--- src/design/assert_macros.svh ---
// assertion macros shared by the design files
// no dependencies
`ifndef ASSERT_MACROS_SVH
`define ASSERT_MACROS_SVH

// same-cycle implication, disabled while reset is high
`define CHK_SAME(lbl, clk, rst, ante, cons) \
   lbl: assert property (@(posedge clk) disable iff (rst) (ante) |-> (cons)) \
      else $error("assertion failed");

// next-cycle implication, disabled while reset is high
`define CHK_NEXT(lbl, clk, rst, ante, cons) \
   lbl: assert property (@(posedge clk) disable iff (rst) (ante) |=> (cons)) \
      else $error("assertion failed");

`endif

--- src/design/sitda_pkg.sv ---
// package for the signed integer to decimal ascii core
// types, constants and command/status structs shared by controller and datapath
package sitda_pkg;

   localparam int unsigned ValueWidth = 32;
   localparam int unsigned MaxDigits  = 10;
   localparam int unsigned DigitIdxW  = 4;

   localparam logic [7:0] AsciiZero  = 8'd48;
   localparam logic [7:0] AsciiMinus = 8'd45;

   // reciprocal of ten for a 32-bit dividend: q = (x * Recip10) >> Recip10Shift
   localparam logic [31:0] Recip10      = 32'hCCCC_CCCD;
   localparam int unsigned Recip10Shift = 35;

   localparam logic [DigitIdxW-1:0] LastDigitIdx = DigitIdxW'(MaxDigits - 1);

   typedef enum logic [3:0] {
      ST_IDLE    = 4'b0001,
      ST_CONVERT = 4'b0010,
      ST_SIGN    = 4'b0100,
      ST_DIGIT   = 4'b1000
   } state_type;

   typedef struct packed {
      logic load;
      logic divide;
      logic emit_next;
      logic sel_sign;
   } cmd_type;

   typedef struct packed {
      logic div_done;
      logic negative;
      logic idx_zero;
   } status_type;

endpackage

--- src/design/sitda_ctrl.sv ---
// controller: sequences load, divide steps and character beats
// depends on sitda_pkg and assert_macros.svh
`include "assert_macros.svh"

module sitda_ctrl (
   input  logic                  clock,
   input  logic                  reset,
   input  logic                  req_valid,
   output logic                  req_stall,
   output logic                  rsp_valid,
   input  logic                  rsp_stall,
   input  sitda_pkg::status_type status,
   output sitda_pkg::cmd_type    cmd
);
   import sitda_pkg::*;

   state_type state_ff, state_in;

   always_comb begin
      state_in  = state_ff;
      cmd       = '0;
      req_stall = 1'b1;
      rsp_valid = 1'b0;
      unique case (state_ff)
         ST_IDLE: begin
            req_stall = 1'b0;
            if (req_valid) begin
               cmd.load = 1'b1;
               state_in = ST_CONVERT;
            end
         end
         ST_CONVERT: begin
            cmd.divide = 1'b1;
            if (status.div_done) begin
               state_in = status.negative ? ST_SIGN : ST_DIGIT;
            end
         end
         ST_SIGN: begin
            rsp_valid    = 1'b1;
            cmd.sel_sign = 1'b1;
            if (!rsp_stall) begin
               state_in = ST_DIGIT;
            end
         end
         ST_DIGIT: begin
            rsp_valid = 1'b1;
            if (!rsp_stall) begin
               if (status.idx_zero) begin
                  state_in = ST_IDLE;
               end else begin
                  cmd.emit_next = 1'b1;
               end
            end
         end
         default: begin
            state_in = ST_IDLE;
         end
      endcase
   end

   always_ff @(posedge clock) begin
      if (reset) begin
         state_ff <= ST_IDLE;
      end else begin
         state_ff <= state_in;
      end
   end

   // final digit beat taken ends the item
   `CHK_NEXT(a_last_beat_to_idle, clock, reset,
      rsp_valid && !rsp_stall && !cmd.sel_sign && status.idx_zero, state_ff == ST_IDLE)
   `CHK_NEXT(a_accept_starts_convert, clock, reset,
      req_valid && !req_stall, state_ff == ST_CONVERT)
   `CHK_SAME(a_no_accept_while_busy, clock, reset, rsp_valid, req_stall)

endmodule

--- config.mk ---
export PLATFORM = sky130hd
export DESIGN_NAME = sitda_ctrl
export DESIGN_NICKNAME = d
export VERILOG_FILES = /design/src/design/sitda_pkg.sv /design/src/design/sitda_ctrl.sv
export VERILOG_INCLUDE_DIRS = /design/src /design/src/design
export SDC_FILE = /design/constraint.sdc
export NUM_CORES = 1
export LEC_CHECK = 0
export BUFFER_PORTS_ARGS = -buffer_cell sky130_fd_sc_hd__buf_2
export CORE_AREA = 2 2 39 41
export DETAILED_ROUTE_END_ITERATION = 6
export DIE_AREA = 0 0 41 43
export GPL_TIMING_DRIVEN = 1
export PLACE_DENSITY_LB_ADDON = 0.08
export SLEW_MARGIN = 20
export SYNTH_ARGS = -nofsm -noshare
export SYNTH_HDL_FRONTEND = slang
export SYNTH_SLANG_ARGS = --single-unit
--- constraint.sdc ---
create_clock -name clock -period 3.4 [get_ports clock]
set_input_delay 0 -clock clock [delete_from_list [all_inputs] [get_ports clock]]
set_output_delay 0 -clock clock [all_outputs]
set_load 0.1 [all_outputs]
==> results of run 1 <==
-- cells in the mapped netlist, types with 2 or more instances --
cell and number:
sky130_fd_sc_hd__dfxtp_1 4, sky130_fd_sc_hd__mux2i_1 3, sky130_fd_sc_hd__nor3b_1 2, sky130_fd_sc_hd__nor2_1 4
sky130_fd_sc_hd__inv_1 2, sky130_fd_sc_hd__nand2b_1 2, sky130_fd_sc_hd__nand2_1 2
-- worst max-delay path: stages, from the launching register on --
cell                      delay (ns)
sky130_fd_sc_hd__dfxtp_1        0.37
sky130_fd_sc_hd__or2_1          0.35
sky130_fd_sc_hd__nor4_2         0.23
sky130_fd_sc_hd__buf_2          0.46
-- path summary, 6_finish.rpt --
kind	from	end	cells past startpoint
worst max register to register	state_ff[2]	state_ff[0]	4
worst min-delay path	status[1]	state_ff[2]	3
worst max-delay path	state_ff[0]	cmd[1]	3
worst min register to register	state_ff[3]	state_ff[3]	2
-- report_power, final --
group | total, uW | internal (uW) | switching [uW]
logic | 78.9 | 21.8 | 57.1
registers | 57.9 | 50.7 | 7.20
clock network | 57.5 | 39.4 | 18.1
-- routing by layer --
metal,global-route usage,vias up
met2,0.144,20
met1,0.135,129
met4,0.0600,0
li1,-,165
met5,0,-
met3,0.0314,0
-- kinds of logic after synthesis --
group / synth area share
AO/OA/AOI/OAI: 0.188
XOR/XNOR: 0.0275
buffers and inverters: 0.0824
flip-flops: 0.251
multiplexers: 0.0941
AND/OR/NAND/NOR: 0.357
-- per-stage QoR --
| step | power, uW | hold WS [ns] |
|---|---|---|
| final | 194 | 0.0347 |
| after global placement | 137 | 0.273 |
| after floorplan | 125 | 0.145 |
| after global routing | 208 | 0.0381 |
| after detailed placement | 138 | 0.284 |
| after CTS | 198 | 0.0315 |
-- area by class of cell --
type                            instances  area [um2]
Fill cell                             152         968
Multi-Input combinational cell         30         225
Sequential cell                         4        80.1
Timing Repair Buffer                   12        60.1
Clock buffer                            3        22.5
Tap cell                               16        20.0
Inverter                                2        7.51
==> summary by stage, run 1 <==
Setup path
The minimum setup slack among reg-to-reg paths is ~2.1 ns. At the worst endpoint, the required time is 3.40 ns. The signal arrival time at the worst endpoint is 1.64 ns. The maximum net fanout on the critical path is 8.

The type of element capturing the critical path is an output port. The kind of critical path is flip-flop to output port. The worst setup path is launched from a flip-flop.

Die
The die is about 43 um tall. The die covers between 0.0015 and 0.002 mm2. The number of placed I/O pins is 13.

The initial core utilization is 0.231. The placeable core region is 0.00138 mm2. The width of the die is approximately 41 um. The number of core rows is 14.

CTS
The number of buffers inserted for hold repair after clock tree synthesis is 0. The cell sitting at the root of the clock tree is a sky130_fd_sc_hd__clkbuf_4. The clock latency on the worst-skew pair is 0.23 ns. The clock transition at the register clock pins on the worst setup and hold paths after CTS is 0.04 ns.

The TritonCTS clock tree is built. The total CTS buffers is 3. The H-tree depth is 1. In this run the deepest clock path goes through 2 buffers. After clock tree synthesis, the setup repair step added 0 buffers.

Post-CTS repair changed the size of 0 cells. The CTS sink count is 4.

Synthesis
Of all flip-flops after synthesis, the portion carrying an async set or reset was 0. The average instance in the mapped netlist occupies between 8 and 9 um2. The largest area contributor in the netlist is sky130_fd_sc_hd__dfxtp_1.

After synthesis the cells add up to 319 um2. The synthesized flop and latch total is 4. Synthesis produced a netlist with a net count of 45. Yosys mapped a number of flops with a built-in enable equal to 0.

Ranked by total cell area, the synthesized netlist is headed by sky130_fd_sc_hd__dfxtp_1 25%, sky130_fd_sc_hd__mux2i_1 9.4%, sky130_fd_sc_hd__o21ai_4 5.1%, sky130_fd_sc_hd__nor2_1 4.7%, sky130_fd_sc_hd__nor3b_1 4.7%. The most used flip-flop cell after synthesis is sky130_fd_sc_hd__dfxtp_1. The total number of yosys warnings is 0. The fraction of synthesized cell area taken by the top area cell type is 0.251. The number of distinct library cells after synthesis is 26. The fraction of the yosys area taken by sequential cells is 0.251. After technology mapping, the gate count stands at 38.

Global route
The via count of the first global-routing pass is 315. Entering global routing, the biggest net connects 10 pins. The first global-routing pass estimated 1240 um of wire. Across every metal layer, demand over resource in global routing totals 0.103. Global routing finished with a remaining overflow of 0. The number of antenna violations at the first check in global routing is 0.

Layout
The number of flip-flops under the largest register name is 4. Leaving out fill and tap cells, the most frequent cell in the layout is sky130_fd_sc_hd__buf_2. Of the cells placed in the final design, the portion with a size suffix greater than 1 is 0.353. In the final layout, the registers with the most flip-flops are state_ff (4). The final net count is 60. 0 antenna diodes ended up in the layout. The non-filler instance count after layout is 67.

Measured on the finished design, the core utilization comes to 0.300. The relative area change from synthesis to final layout is 30.2%. The finished cells cover 415 um2. More flip-flops sit in one register than any other, and that register is state_ff.

In the layout the commonest cells are 12 x sky130_fd_sc_hd__buf_2, 4 x sky130_fd_sc_hd__nor2_1, 4 x sky130_fd_sc_hd__dfxtp_1.

Placed design
The worst slack at placement is 2.00 ns. The congestion estimate from routability-driven global placement came to 0.681. The total placed instance area is 393 um2.

Port buffering added 12 buffers. The wire-length estimate of the detail-placed layout is about 580 um. The number of instances in the placed design is 64.

Timing
The time the worst path needs with I/O delays and setup is 1.64 ns. The total count of max-transition violations in the final report is 0. The worst pin sits at a relative slew slack of 0.678. Setup violations remaining at the end of the flow were counted as 0. The final total negative setup slack is 0 ns. Across the routed clock network, the largest skew measured is 0.000983 ns. In the finished design, the share of the clock period the worst path needs comes to 0.482. For the pin with the worst max-slew slack, the measured transition is about 0.5 ns. The highest attainable clock frequency is 0.610 GHz. The worst setup slack after layout is 1.76 ns. The final-report hold violation count is 0. Setup repair after global routing left no endpoint under its margin.

Routing
The post-detailed-route via-to-cell ratio is 4.69. The violation count after the first detailed-route iteration is 6. The top layer reached by signal wires is met3. The detailed-routed wire length on met3 is 63 um. The DRC violation count after routing is 0. For this block, the via count after detailed routing is ~310.

The first detailed-routing pass ran for 4 iterations. The detailed-route wire length is ~700 um. Wire segments on met2 add up to 304 um in the final route. Once detail routing completed, the nets flagged for antenna violations numbered 0. The wire length per cell is 10.5 um. The detailed router put a total of 336 um of wire on met1.

Job
The reported max-cap violation count is 0.

Power and ir drop
Dividing total power by cell area gives a power density of 468 mW/mm2. The leakage power of the design is 0.000169 uW. The worst-case vdd ir drop is roughly 140 uV.

Hold path
The type of the most critical hold path is primary input to flip-flop.

Status
The run finished with clean final reports.
Power figures use the tool's default switching activity.
==> run 2: changes to the inputs <==
==> constraint.sdc (replaced) <==
create_clock -name clock -period 1.55 [get_ports clock]
set_input_delay 0 -clock clock [delete_from_list [all_inputs] [get_ports clock]]
set_output_delay 0 -clock clock [all_outputs]
set_load 0.1 [all_outputs]
==> run 2 against run 1 <==
Effect of this change: first-iteration DRC count shrank 67%; critical path type unchanged; setup slack lost 1.7 ns; die area unchanged; global-route usage down 0.30 points; sequential power is 130% higher; critical endpoint unchanged; worst hold slack better by 0.0015 ns; cell count up 1.5%; combinational power rose by 140%; largest cell class unchanged; non-clock buffer count is 1 higher; wire length rose by 6.7%.
==> summary by stage, run 2 (same netlist as run 1, synthesis figures left out) <==
Placed design
The routability-driven placement congestion ratio is 0.687. Summed over all nets, the half-perimeter wirelength after detailed placement is 633 um. The number of input and output port buffers inserted is 12. The worst slack at placement is 0.118 ns.

Routing
The detailed-route wire length on metal 1 is 311 um. After detailed routing, no signal wire sits above met3. For this block, the initial DRC count from the detailed router was 2. Detailed routing placed a total of 408 um of wire on met2. The detailed-route wire length is between 700 and 800 um. The count of nets left with antenna violations once routing finished came out at 0. In the routed layout, each cell is associated on average with a via count of ~4.8. The overall via count from detail_route is around 330.

In the final routed layout, each cell accounts on average for 11.0 um. The detailed-router iteration count before antenna repair is 2. The DRC violation count after routing is 0. In the detailed route, the total length drawn on met3 is 31 um.

Timing
The setup clock skew after layout is 0.00147 ns. The total count of max-transition violations in the final report was 0. The worst setup slack after layout is 0.0789 ns. Setup violations remaining at the end of the flow were counted as 0.

The tightest hold path in the finished design has a slack of 0.0362 ns. The headroom to the max-slew limit is 0.677. For this run, the top clock speed supported by timing is between 0.6 and 0.7 GHz. The time the worst path needs with I/O delays and setup is ~1.5 ns.

The post-route fraction of the period consumed by the critical path is 0.949. For the pin with the worst max-slew slack, the measured transition is 0.489 ns. The final-report hold violation count is 0.

Setup repair after global routing left no endpoint under its margin.

Layout
The relative area change from synthesis to final layout is 58.4%. The repair_antennas step left the layout with diodes totalling 0. The largest register by flop count is state_ff.

Fill cells in the final layout number 145. The top cell types in the final layout, fill and taps aside, are 9 x sky130_fd_sc_hd__buf_2, 3 x sky130_fd_sc_hd__mux2i_1, 3 x sky130_fd_sc_hd__clkbuf_4, 3 x sky130_fd_sc_hd__buf_12. The library cell used most frequently in the layout, excluding fill and tap cells, is sky130_fd_sc_hd__buf_2. The register with the most flip-flops in the layout has 4 of them. Measured on the finished design, the core utilization comes to 0.365. The final layout contains a little over 60 nets. The largest registers in the layout are state_ff (4). The proportion of layout cells with a drive suffix above 1 is 0.500.

Power and ir drop
The power density of the placed cells is approximately 880 mW/mm2. The worst-case IR drop observed on VDD is 522 uV. The leakage power of the design is 0.000189 uW.

Die
13 I/O pins were placed. The initial core utilization is 0.231. The die is 43 um tall. In this run the standard cell core region covers 0.00138 mm2. The number of core rows is 14.

The total die area is 0.00176 mm2. The floorplan step set the die width to 41 um.

Setup path
The kind of critical path is flip-flop to output port. The type of element launching the critical path is a flip-flop. Data on the critical path is required at its endpoint by 1.55 ns. For flop-to-flop paths, the worst setup slack is 0.12 ns. The worst setup path is captured at an output port. The maximum net fanout on the critical path is 9.

At the worst endpoint, the arrival time is 1.47 ns.

Global route
In the global route stage, overall resource usage came out at 0.100. The first global-routing pass estimated 1230 um of wire. Entering global routing, the biggest net connects 10 pins.

The total grt overflow is 0. The number of antenna violations at the first check in global routing is 0. The via count of the first global-routing pass came to 315.

CTS
Clock latency on the worst-skew pair, taken at its later pin, is 0.23 ns. Counting along the longest clock path gives a buffer depth of 2. TritonCTS built the clock tree. Clock tree synthesis found a total of 4 sinks. Clock-pin slew was measured on the worst setup and hold paths at 0.04 ns.

In this run the number of H-tree levels came out at 1. The buffer cell driving the clock tree root is sky130_fd_sc_hd__clkbuf_4. The number of buffers inserted for hold repair after clock tree synthesis is 0.

The total CTS buffers is 3.

Job
The reported max-cap violation count is 0.

Hold path
The type of the most critical hold path is primary input to flip-flop.

Status
The run finished with clean final reports.
==> run 2: power breakdown <==
part,internal [uW],total [uW],leakage [uW],switching (uW)
logic,56.7,186,0.000143,129
registers,112,131,0.0000330,19.2
clock network,86.4,126,0.0000138,40.0
total,255,444,0.000189,188
==> run 2: layout make-up <==
type                       instances  area [um2]  share of cell area
timing repair buffer              13         113               0.223
multi-input combinational         30         260               0.515
sequential                         4        82.6               0.163
tap                               16        20.0              0.0396
clock buffer                       3        22.5              0.0446
inverter                           2        7.51              0.0149
==> run 2: metrics by stage <==
stage | area (um2) | TNS [ns] | instances | power [uW]
after floorplan | 368 | -0.807 | 38 | 287
after global placement | 482 | 0 | 65 | 320
after detailed placement | 482 | 0 | 65 | 319
after CTS | 504 | 0 | 68 | 454
after global routing | 505 | 0 | 68 | 470
final | 505 | 0 | 68 | 444
==> run 2: worst max-delay path, stage by stage (launching register included) <==
cell and delay [ns]:
sky130_fd_sc_hd__dfxtp_1 0.38, sky130_fd_sc_hd__or2_4 0.31, sky130_fd_sc_hd__nor4_4 0.33, sky130_fd_sc_hd__buf_12 0.21
==> run 2: path summary, 6_finish.rpt <==
kind / start / end / depth (start not counted)
setup / recovery: state_ff[1] / cmd[1] / 3
hold / removal: req_valid / state_ff[0] / 2
setup reg to reg: state_ff[2] / state_ff[0] / 4
hold reg to reg: state_ff[3] / state_ff[3] / 2
==> run 2: what timing repair did <==
item / 4_1_cts / 5_1_grt
endpoints found under the hold margin: 0 / 0
resized for setup: 0 / 1
endpoints found under the setup margin: 0 / 1
setup buffers: 0 / 0
==> run 2: metal layers <==
metal / vias to the layer above / GRT usage
met5: - / 0
met4: 0 / 0.0400
met3: 0 / 0.0314
met2: 7 / 0.172
met1: 150 / 0.106
li1: 168 / -
==> run 3: changes to the inputs <==
--- a/config.mk
+++ b/config.mk
@@ -7,6 +7,7 @@
 export NUM_CORES = 1
 export LEC_CHECK = 0
 export BUFFER_PORTS_ARGS = -buffer_cell sky130_fd_sc_hd__buf_2
+export CAP_MARGIN = 20
 export CORE_AREA = 2 2 39 41
 export DETAILED_ROUTE_END_ITERATION = 6
 export DIE_AREA = 0 0 41 43
==> constraint.sdc (replaced) <==
create_clock -name clock -period 1.86 [get_ports clock]
set_input_delay 0 -clock clock [delete_from_list [all_inputs] [get_ports clock]]
set_output_delay 0 -clock clock [all_outputs]
set_load 0.1 [all_outputs]
==> run 3 against run 2 <==
Effect of this change: flip-flop and latch count unchanged; clock-buffer cell count unchanged; power decreased by 19%; sequential share of layout area increased by 1.8 points; clock skew decreased by 0.0010 ns; register-to-register slack improved by 0.29 ns; critical path depth unchanged; setup slack improved by 0.086 ns; wire length decreased by 3.7%; non-clock buffer count decreased by 1; first-iteration DRC count decreased by 100%.
==> summary by stage, run 3 (same netlist as run 1, synthesis figures left out) <==
Layout
The fill cell instance count of the final layout is around 150. Of the cells placed in the final design, the portion with a size suffix greater than 1 is 0.412. The multi-input combinational cells in the finished layout cover a total of ~250 um2.

At the end of the flow, the number of nets in the layout was 60. The number of flip-flops under the largest register name is 4. The area growth from synthesis to layout is 38.4%.

The number of antenna diodes in the final layout is 0. More flip-flops sit in one register than any other, and that register is state_ff. Leaving out filler cells and counting taps, the final layout contains 67. The top cell types in the final layout, fill and taps aside, are 12 x sky130_fd_sc_hd__buf_2, 4 x sky130_fd_sc_hd__dfxtp_1, 3 x sky130_fd_sc_hd__mux2i_1, 3 x sky130_fd_sc_hd__clkbuf_4. The storage element area is 80.1 um2. The most frequent standard cell in the layout excluding fill and tap cells is sky130_fd_sc_hd__buf_2. The design area is between 400 and 500 um2.

In the final layout, the registers with the most flip-flops are state_ff (4).

Routing
After detailed routing, the total wire length is between 700 and 800 um. The routed design uses 331 um of met2 wire. The violation count after the first detailed-route iteration is 0.

In the routed layout, each cell is associated on average with a via count of 4.81. The overall via count from detail_route is ~320. For this run, design rule violations remaining after detail routing come to 0. The antenna violation net count after detailed routing is 0. The detailed router put a total of 339 um of wire on met1. After detailed routing, the average wire length per cell comes to approximately 11 um. The detailed-routed wire length on met3 is 52 um. Routed signal wires occupy layers up through met3. The detailed-router iteration count before antenna repair is 1.

Timing
Setup repair after global routing left no endpoint under its margin. The count of endpoints failing setup in the final report is 0. The worst path needs 1.70 ns of the cycle, external delays included. Derived from the worst setup path, the maximum achievable clock frequency is 0.590 GHz. The headroom to the max-slew limit is 0.678. The total count of max-transition violations in the final report is 0.

The post-route fraction of the period consumed by the critical path is 0.911. The transition at the pin with the smallest max-transition slack is 0.487 ns. After layout, the worst setup slack is between 0.15 and 0.2 ns. On the final layout, the worst hold slack is around 0.036 ns. The final-report hold violation count is 0. Across the routed clock network, the largest skew measured is 0.000465 ns.

CTS
No sink is reached through more buffers than the 2 on the longest clock path. Clock-pin slew was measured on the worst setup and hold paths at 0.04 ns. The post-CTS repair timing setup buffer count is 0. The tree built by TritonCTS fans out to 4 sinks. TritonCTS built the clock tree. The number of buffers inserted for hold repair after clock tree synthesis is 0. The total CTS buffers is 3. The clock latency on the worst-skew pair is 0.23 ns.

The H-tree depth is 1. The root buffer cell chosen for the clock tree is sky130_fd_sc_hd__clkbuf_4. The quantity of gates resized following cts is 0.

Setup path
The maximum net fanout on the critical path is 8. The critical path starts at state_ff[0]. The type of element launching the critical path is a flip-flop. In this run the critical register-to-register path is launched from state_ff[2]. The type of element capturing the critical path is an output port. STA puts the critical path data required time at ~1.9 ns.

Data arrives at the worst endpoint at 1.70 ns. The critical path is of the flip-flop to output port type.

Die
The placeable core region is about 0.0014 mm2. The total die area is 0.00176 mm2. The initial utilization of the core area, before any placement, comes to 0.231. The width of the die is 41 um.

The floorplan has 14 rows. 13 I/O pins were placed. The overall die height is around 43 um.

Placed design
The total placed instance area is between 400 and 500 um2. Detailed placement finished with a half-perimeter wire length of approximately 570 um. The number of instances in the placed design is 64. The number of input and output port buffers inserted is 12. The routability-driven placement congestion ratio is 0.725.

The worst slack at placement is 0.408 ns.

Status
The run finished with clean final reports.

Global route
The number of antenna violations at the first check in global routing is 0. The via count of the first global-routing pass is just over 300. The largest net degree at the start of global routing is 10. The total grt overflow is 0.

Across every metal layer, demand over resource in global routing totals 0.101. The first global-routing pass estimated roughly 1200 um of wire.

Power and ir drop
In this run the power density over the cells is 816 mW/mm2. The worst-case vdd ir drop is ~180 uV. In this run the static leakage power is 0.000174 uW.

Overall power consumption after layout is estimated at approximately 360 uW.

Hold path
The type of the most critical hold path is primary input to flip-flop. The beginning of the worst hold path is req_valid.

Job
Max-cap violations in this run came to 0.
-- run 3: changes by cell type in the layout (fill, tap and decap cells not counted), moves of 2 or more --
cell,before,now
sky130_fd_sc_hd__buf_12,3,0
sky130_fd_sc_hd__dfxtp_1,2,4
sky130_fd_sc_hd__buf_2,9,12
sky130_fd_sc_hd__dfxtp_2,2,0
-- run 3: area by class of cell --
cell class	instances	share of cell area
sequential	4	0.181
timing repair buffer	12	0.136
clock buffer	3	0.0510
tap	16	0.0453
multi-input combinational	30	0.569
inverter	2	0.0170
-- run 3: power by group --
group / switching (uW) / total, uW / internal [uW]
clock network: 32.0 / 104 / 71.9
registers: 15.6 / 108 / 92.6
logic: 106 / 148 / 41.9
total: 154 / 361 / 207
-- run 3: critical path, cell delays in order, from the launching register on --
cell                      delay, ns
sky130_fd_sc_hd__dfxtp_1       0.39
sky130_fd_sc_hd__or2_1         0.38
sky130_fd_sc_hd__nor4_4        0.23
sky130_fd_sc_hd__buf_2         0.46
-- run 3: final timing paths --
check	to	slack, ns	cells after the start
max	cmd[1]	0.16	3
min reg2reg	state_ff[3]	0.58	2
min	state_ff[0]	0.04	2
max reg2reg	state_ff[2]	0.41	4
-- run 3: stage by stage --
step,util,setup TNS (ns)
finish,0.319,0
detailed placement,0.303,0
floorplan,-,-0.00322
global placement,0.303,0
global route,0.319,0
CTS,0.319,0
-- run 3: metal layers --
metal | GRT usage | vias to the layer above
met4 | 0.0800 | 0
met2 | 0.147 | 10
met1 | 0.132 | 147
met5 | 0 | -
met3 | 0.00524 | 0
li1 | - | 165
